## config.mk

```make
export PLATFORM = sky130hd
export DESIGN_NAME = epbu_div
export DESIGN_NICKNAME = d
export VERILOG_FILES = /design/src/hdl/epbu_pkg.sv /design/src/hdl/epbu_div.sv
export SDC_FILE = /design/constraint.sdc
export NUM_CORES = 1
export LEC_CHECK = 0
export ABC_AREA = 1
export BUFFER_PORTS_ARGS = -buffer_cell sky130_fd_sc_hd__buf_2
export CAP_MARGIN = 20
export CORE_ASPECT_RATIO = 1.1
export CORE_MARGIN = 1.5
export CORE_UTILIZATION = 40
export DETAILED_ROUTE_END_ITERATION = 10
export MAX_ROUTING_LAYER = met4
export PLACE_DENSITY = 0.74
export SYNTH_ARGS = -nofsm -noshare
export SYNTH_HDL_FRONTEND = slang
export SYNTH_SLANG_ARGS = --single-unit
```

## constraint.sdc

```tcl
create_clock -name clk -period 2.6 [get_ports clk]
set_input_delay 0.26 -clock clk [delete_from_list [all_inputs] [get_ports clk]]
set_output_delay 0.26 -clock clk [all_outputs]
set_load 0.01 [all_outputs]
```

## src/hdl/epbu_pkg.sv

```systemverilog
`timescale 1ns / 1ps
// ----------------------------------------------------------------------------
// epbu_pkg
// shared types and constants of the edge-preserving bisection update
// ----------------------------------------------------------------------------
package epbu_pkg;

    localparam int NB_COUNT      = 8;
    localparam int MAX_STEPS_DEF = 40;
    localparam int FRAC_BITS_DEF = 16;
    localparam int DATA_W        = 32;
    localparam int STEPS_W       = 7;
    localparam int REM_W         = 36;
    localparam int IDX_W         = 8;

    localparam logic [IDX_W-1:0] REG_DELTA_SCALE  = 8'd0;
    localparam logic [IDX_W-1:0] REG_REG_STRENGTH = 8'd1;

    localparam logic [DATA_W-1:0] DELTA_RESET  = 32'h0001_0000;
    localparam logic [DATA_W-1:0] LAMBDA_RESET = 32'h0001_0000;

    localparam logic [63:0] INV_SQRT2_Q32 = 64'h0000_0000_B504_F334;

    // diagonal neighbours: up-left, up-right, down-left, down-right
    localparam logic [NB_COUNT-1:0] DIAG_MASK = 8'b1010_0101;

    typedef enum logic [3:0] {
        ST_IDLE,
        ST_QLOAD,
        ST_QDIV,
        ST_BRACKET,
        ST_EVAL_LOAD,
        ST_NB_LOAD,
        ST_NB_DIV,
        ST_NB_ACC,
        ST_F_MUL,
        ST_F_DECIDE,
        ST_MID
    } state_t;

    typedef struct packed {
        logic load;
        logic quot_mode;
    } div_req_t;

    // 1/sqrt2 rounded to nearest with frac fraction bits
    function automatic logic [63:0] diag_weight(input int frac);
        return (INV_SQRT2_Q32 + (64'd1 << (31 - frac))) >> (32 - frac);
    endfunction

endpackage

```

## src/hdl/epbu_div.sv

```systemverilog
`timescale 1ns / 1ps
// ----------------------------------------------------------------------------
// epbu_div
// shared restoring divider, one quotient bit per cycle
// ----------------------------------------------------------------------------
module epbu_div #(
    parameter int  FRAC_BITS = epbu_pkg::FRAC_BITS_DEF,
    localparam int QW        = epbu_pkg::DATA_W + FRAC_BITS
) (
    input  logic                         clk,
    input  logic                         rst_n,
    input  epbu_pkg::div_req_t           req,
    input  logic [epbu_pkg::REM_W-1:0]   rem_init,
    input  logic [QW-1:0]                quo_init,
    input  logic [epbu_pkg::REM_W-1:0]   den,
    output logic [QW-1:0]                quo,
    output logic                         done
);

    localparam int CNT_W = $clog2(QW + 1);
    localparam int RW    = epbu_pkg::REM_W;

    logic [RW-1:0]    rem_reg;
    logic [RW-1:0]    rem_next;
    logic [QW-1:0]    quo_reg;
    logic [QW-1:0]    quo_next;
    logic [RW-1:0]    den_reg;
    logic [CNT_W-1:0] cnt_reg;
    logic             active_reg;
    logic             done_reg;
    logic [RW:0]      rem_shift;
    logic [RW:0]      trial;
    logic             fits;

    always_comb
    begin
        rem_shift = {rem_reg, quo_reg[QW-1]};
        trial     = rem_shift - {1'b0, den_reg};
        fits      = !trial[RW];
        rem_next  = fits ? trial[RW-1:0] : rem_shift[RW-1:0];
        quo_next  = {quo_reg[QW-2:0], fits};
    end

    always_ff @(posedge clk or negedge rst_n)
    begin
        if (!rst_n)
        begin
            active_reg <= 1'b0;
            done_reg   <= 1'b0;
            cnt_reg    <= '0;
        end
        else
        begin
            done_reg <= 1'b0;
            if (req.load)
            begin
                active_reg <= 1'b1;
                cnt_reg    <= req.quot_mode ? CNT_W'(QW) : CNT_W'(FRAC_BITS);
            end
            else if (active_reg)
            begin
                cnt_reg <= cnt_reg - 1'b1;
                if (cnt_reg == CNT_W'(1))
                begin
                    active_reg <= 1'b0;
                    done_reg   <= 1'b1;
                end
            end
        end
    end

    always_ff @(posedge clk)
    begin
        if (req.load)
        begin
            rem_reg <= rem_init;
            quo_reg <= quo_init;
            den_reg <= den;
        end
        else if (active_reg)
        begin
            rem_reg <= rem_next;
            quo_reg <= quo_next;
        end
    end

    assign quo  = quo_reg;
    assign done = done_reg;

endmodule

```

==> results.cfg <==
[power_and_ir_drop]
p_total_mw = 12.0
p_per_area_nw_per_um2 = 1110
p_leak_nw = 5.69
ir_drop_v = 0.000648

[critical_path]
reg2regPathDepth = 16
crit_path_end_kind = register
crit_end = rem_reg[8]$_DFFE_PP_
crit_path_max_fanout = 7
r2r_slack_ns = 0.09
r2r-end = rem_reg[8]$_DFFE_PP_
required_ns = 2.78
crit_arrival_ns = 2.69
critPathLaunch = den_reg[0]$_DFFE_PP_
start_kind = register
rr_startpoint = den_reg[0]$_DFFE_PP_
worst-setup-path-type = reg2reg

[sta]
setup_tns_ns = 0
skew_ns = 0.00904
setup_viol = 0
maxSlewHeadroom_pct = 56.9
timing.fmax_mhz = 399
fin_crit_sh_pct = 96.4
tightest_slew_ns = 0.646
finalHoldViolCount = 0
period_needed_ns = 2.51
slew_viol_final = 0

[clock_tree]
clock_path_buffers = 2
clk_latency_ns = 0.42
numCtsBuffers = 17
clock-sinks = 128
clk_pin_slew_ns = 0.06
htreeDepth = 4
cts_tree = yes
cts_root_buf = clkbuf_16

[drt]
dr.first_iter.drc_count = 445
post-route-drc-count = 0
vias_per_cell = 4.77
first_pass_iters = 6
wl_um = 23700
routedWlPerCell_um = 14.5
via_count = 7794
antenna_left = 0

[placement]
gp_congestion = 0.989
dp_hpwl_um = 17700
dp.cells = 1580
port_buffers = 172
dpl_cell_area_um2 = 9870

[synth]
syn_area_um2 = 8610
synth_edf_count = 120
syn-instance-count = 1127
synth_top_area_cell = edfxtp_1
synth_area_leaders = edfxtp_1 42%, nand2_1 21%, inv_1 7.0%
synth_ff_type = edfxtp_1
ys_seq_area_share_pct = 44.2
avgSynthCellArea_um2 = 7.64
synthArstFlopShare_pct = 6.25
ys_types = 38
synth_top_area_share_pct = 41.9
synthTopCellsByCount = 489 x nand2_1, 161 x inv_1, 120 x edfxtp_1, 70 x nand3_1, 58 x nor2_1
ys_seq_elements = 128
synth.most_common_cell = nand2_1
yosysWarnings = 0
syn-num-nets = 1290

[flow_run]
drv_cap = 0

[cells_and_area]
syn2layout_area_growth_pct = 25.4
drive_above_1_share_pct = 21.6
nets = 1494
largest_reg_flops = 48
seq_area_um2 = 3800
multi_input_area_um2 = 4140
fillers = 2043
fin_util_pct = 50.9
stdcell_count = 1635
fin_area_um2 = 10800

[global_route]
grt_pass1_vias = 7872
grt_overflow = 0
grt_use_total_pct = 22.7
grt_pass1_wl_um = 38000
antenna_found_initial = 1
grt_max_degree = 125

[floorplan]
die_w_um = 143
coreArea_um2 = 21200
io_pins = 173
floorplan.initialDensity_pct = 40.5
die_y_um = 157
row_count = 56
die_area_um2 = 22400

[min_path]
hp-class = in2reg

[outcome]
status = finished clean
==> worst min path at each step <==
stage | from | to | slack, ns | cells past startpoint
after global placement | rst_n | done$_DFF_PN0_ | 0.11 | 1
after CTS | den[35] | den_reg[35]$_DFFE_PP_ | 0.001 | 1
after floorplan | rst_n | active_reg$_DFF_PN0_ | -0.04 | 0
after global routing | den[12] | den_reg[12]$_DFFE_PP_ | 0.001 | 1
after detailed placement | rst_n | active_reg$_DFF_PN0_ | 0.11 | 1
final | den[13] | den_reg[13]$_DFFE_PP_ | 0.01 | 1
==> cells by family after synthesis <==
kind of cell             Yosys count  share of synthesized area (%)
adder cells (fa/ha/maj)           39                           5.76
AND/OR/NAND/NOR                  695                           35.6
AO/OA/AOI/OAI                     57                           3.71
flip-flops                       128                           44.2
buffers and inverters            192                           9.11
XOR/XNOR                          16                           1.63
==> critical path: stages, from the launching register on <==
cell and delay [ns]:
edfxtp_1 0.42, ha_4 0.20, fa_2 0.41, inv_2 0.08
nand2_1 0.06, nand2_2 0.07, and2_4 0.14, nand2_2 0.07
nand3_2 0.10, nand2_4 0.08, nand2_4 0.12, nand2_4 0.08
nand2_4 0.12, buf_6 0.14, nand2_1 0.06, nand3_1 0.08
nand2_1 0.05
==> area by class of cell <==
class | count | area share (%)
clock buffer | 22 | 4.11
timing repair buffer | 212 | 11.9
sequential | 128 | 35.2
antenna | 1 | 0.0232
inverter | 164 | 5.70
tap | 290 | 3.36
clock inverter | 10 | 1.30
multi-input combinational | 808 | 38.4
==> routing by layer <==
metal | vias up | share of wire, % | global-route usage [%]
li1 | 3975 | - | -
met1 | 3516 | 42 | 26.6
met2 | 260 | 48 | 38.1
met3 | 43 | 6.8 | 5.02
met4 | 0 | 2.8 | 8.64
met5 | - | 0 | -
==> what timing repair did <==
action,in CTS,in global routing
pin swaps,0,8
gates resized for setup,1,24
endpoints found under the hold margin,24,1
buffers inserted,0,2
gates cloned,0,2
endpoints found under the setup margin,12,36
hold buffers,17,1
==> where the power goes <==
| part | total (mW) | switching, mW | leakage (nW) | internal, mW |
|---|---|---|---|---|
| Sequential | 3.12 | 0.286 | 1.36 | 2.83 |
| Clock | 2.42 | 0.912 | 0.275 | 1.51 |
| Combinational | 6.45 | 3.99 | 4.05 | 2.47 |
| Total | 12.0 | 5.18 | 5.69 | 6.81 |
==> per-stage QoR <==
step	setup WS (ns)	hold slack, ns
finish	0.0928	0.0134
global route	-0.0199	0.00118
CTS	0.0312	0.00134
detailed placement	-0.0407	0.111
global placement	0.0373	0.112
floorplan	0.177	-0.0356
==> cell usage in the layout (no fill, tap or decap), types with 13 or more instances in the layout <==
cell / instances
buf_4: 15
nand3_2: 24
dlygate4sd3_1: 18
inv_1: 161
a21oi_1: 27
edfxtp_1: 120
buf_2: 171
nor2_1: 56
nand2_1: 485
nand2_4: 15
ha_1: 36
nand3b_1: 14
xnor2_1: 13
nand3_1: 68
clkbuf_16: 18
Power figures use the tool's default switching activity.
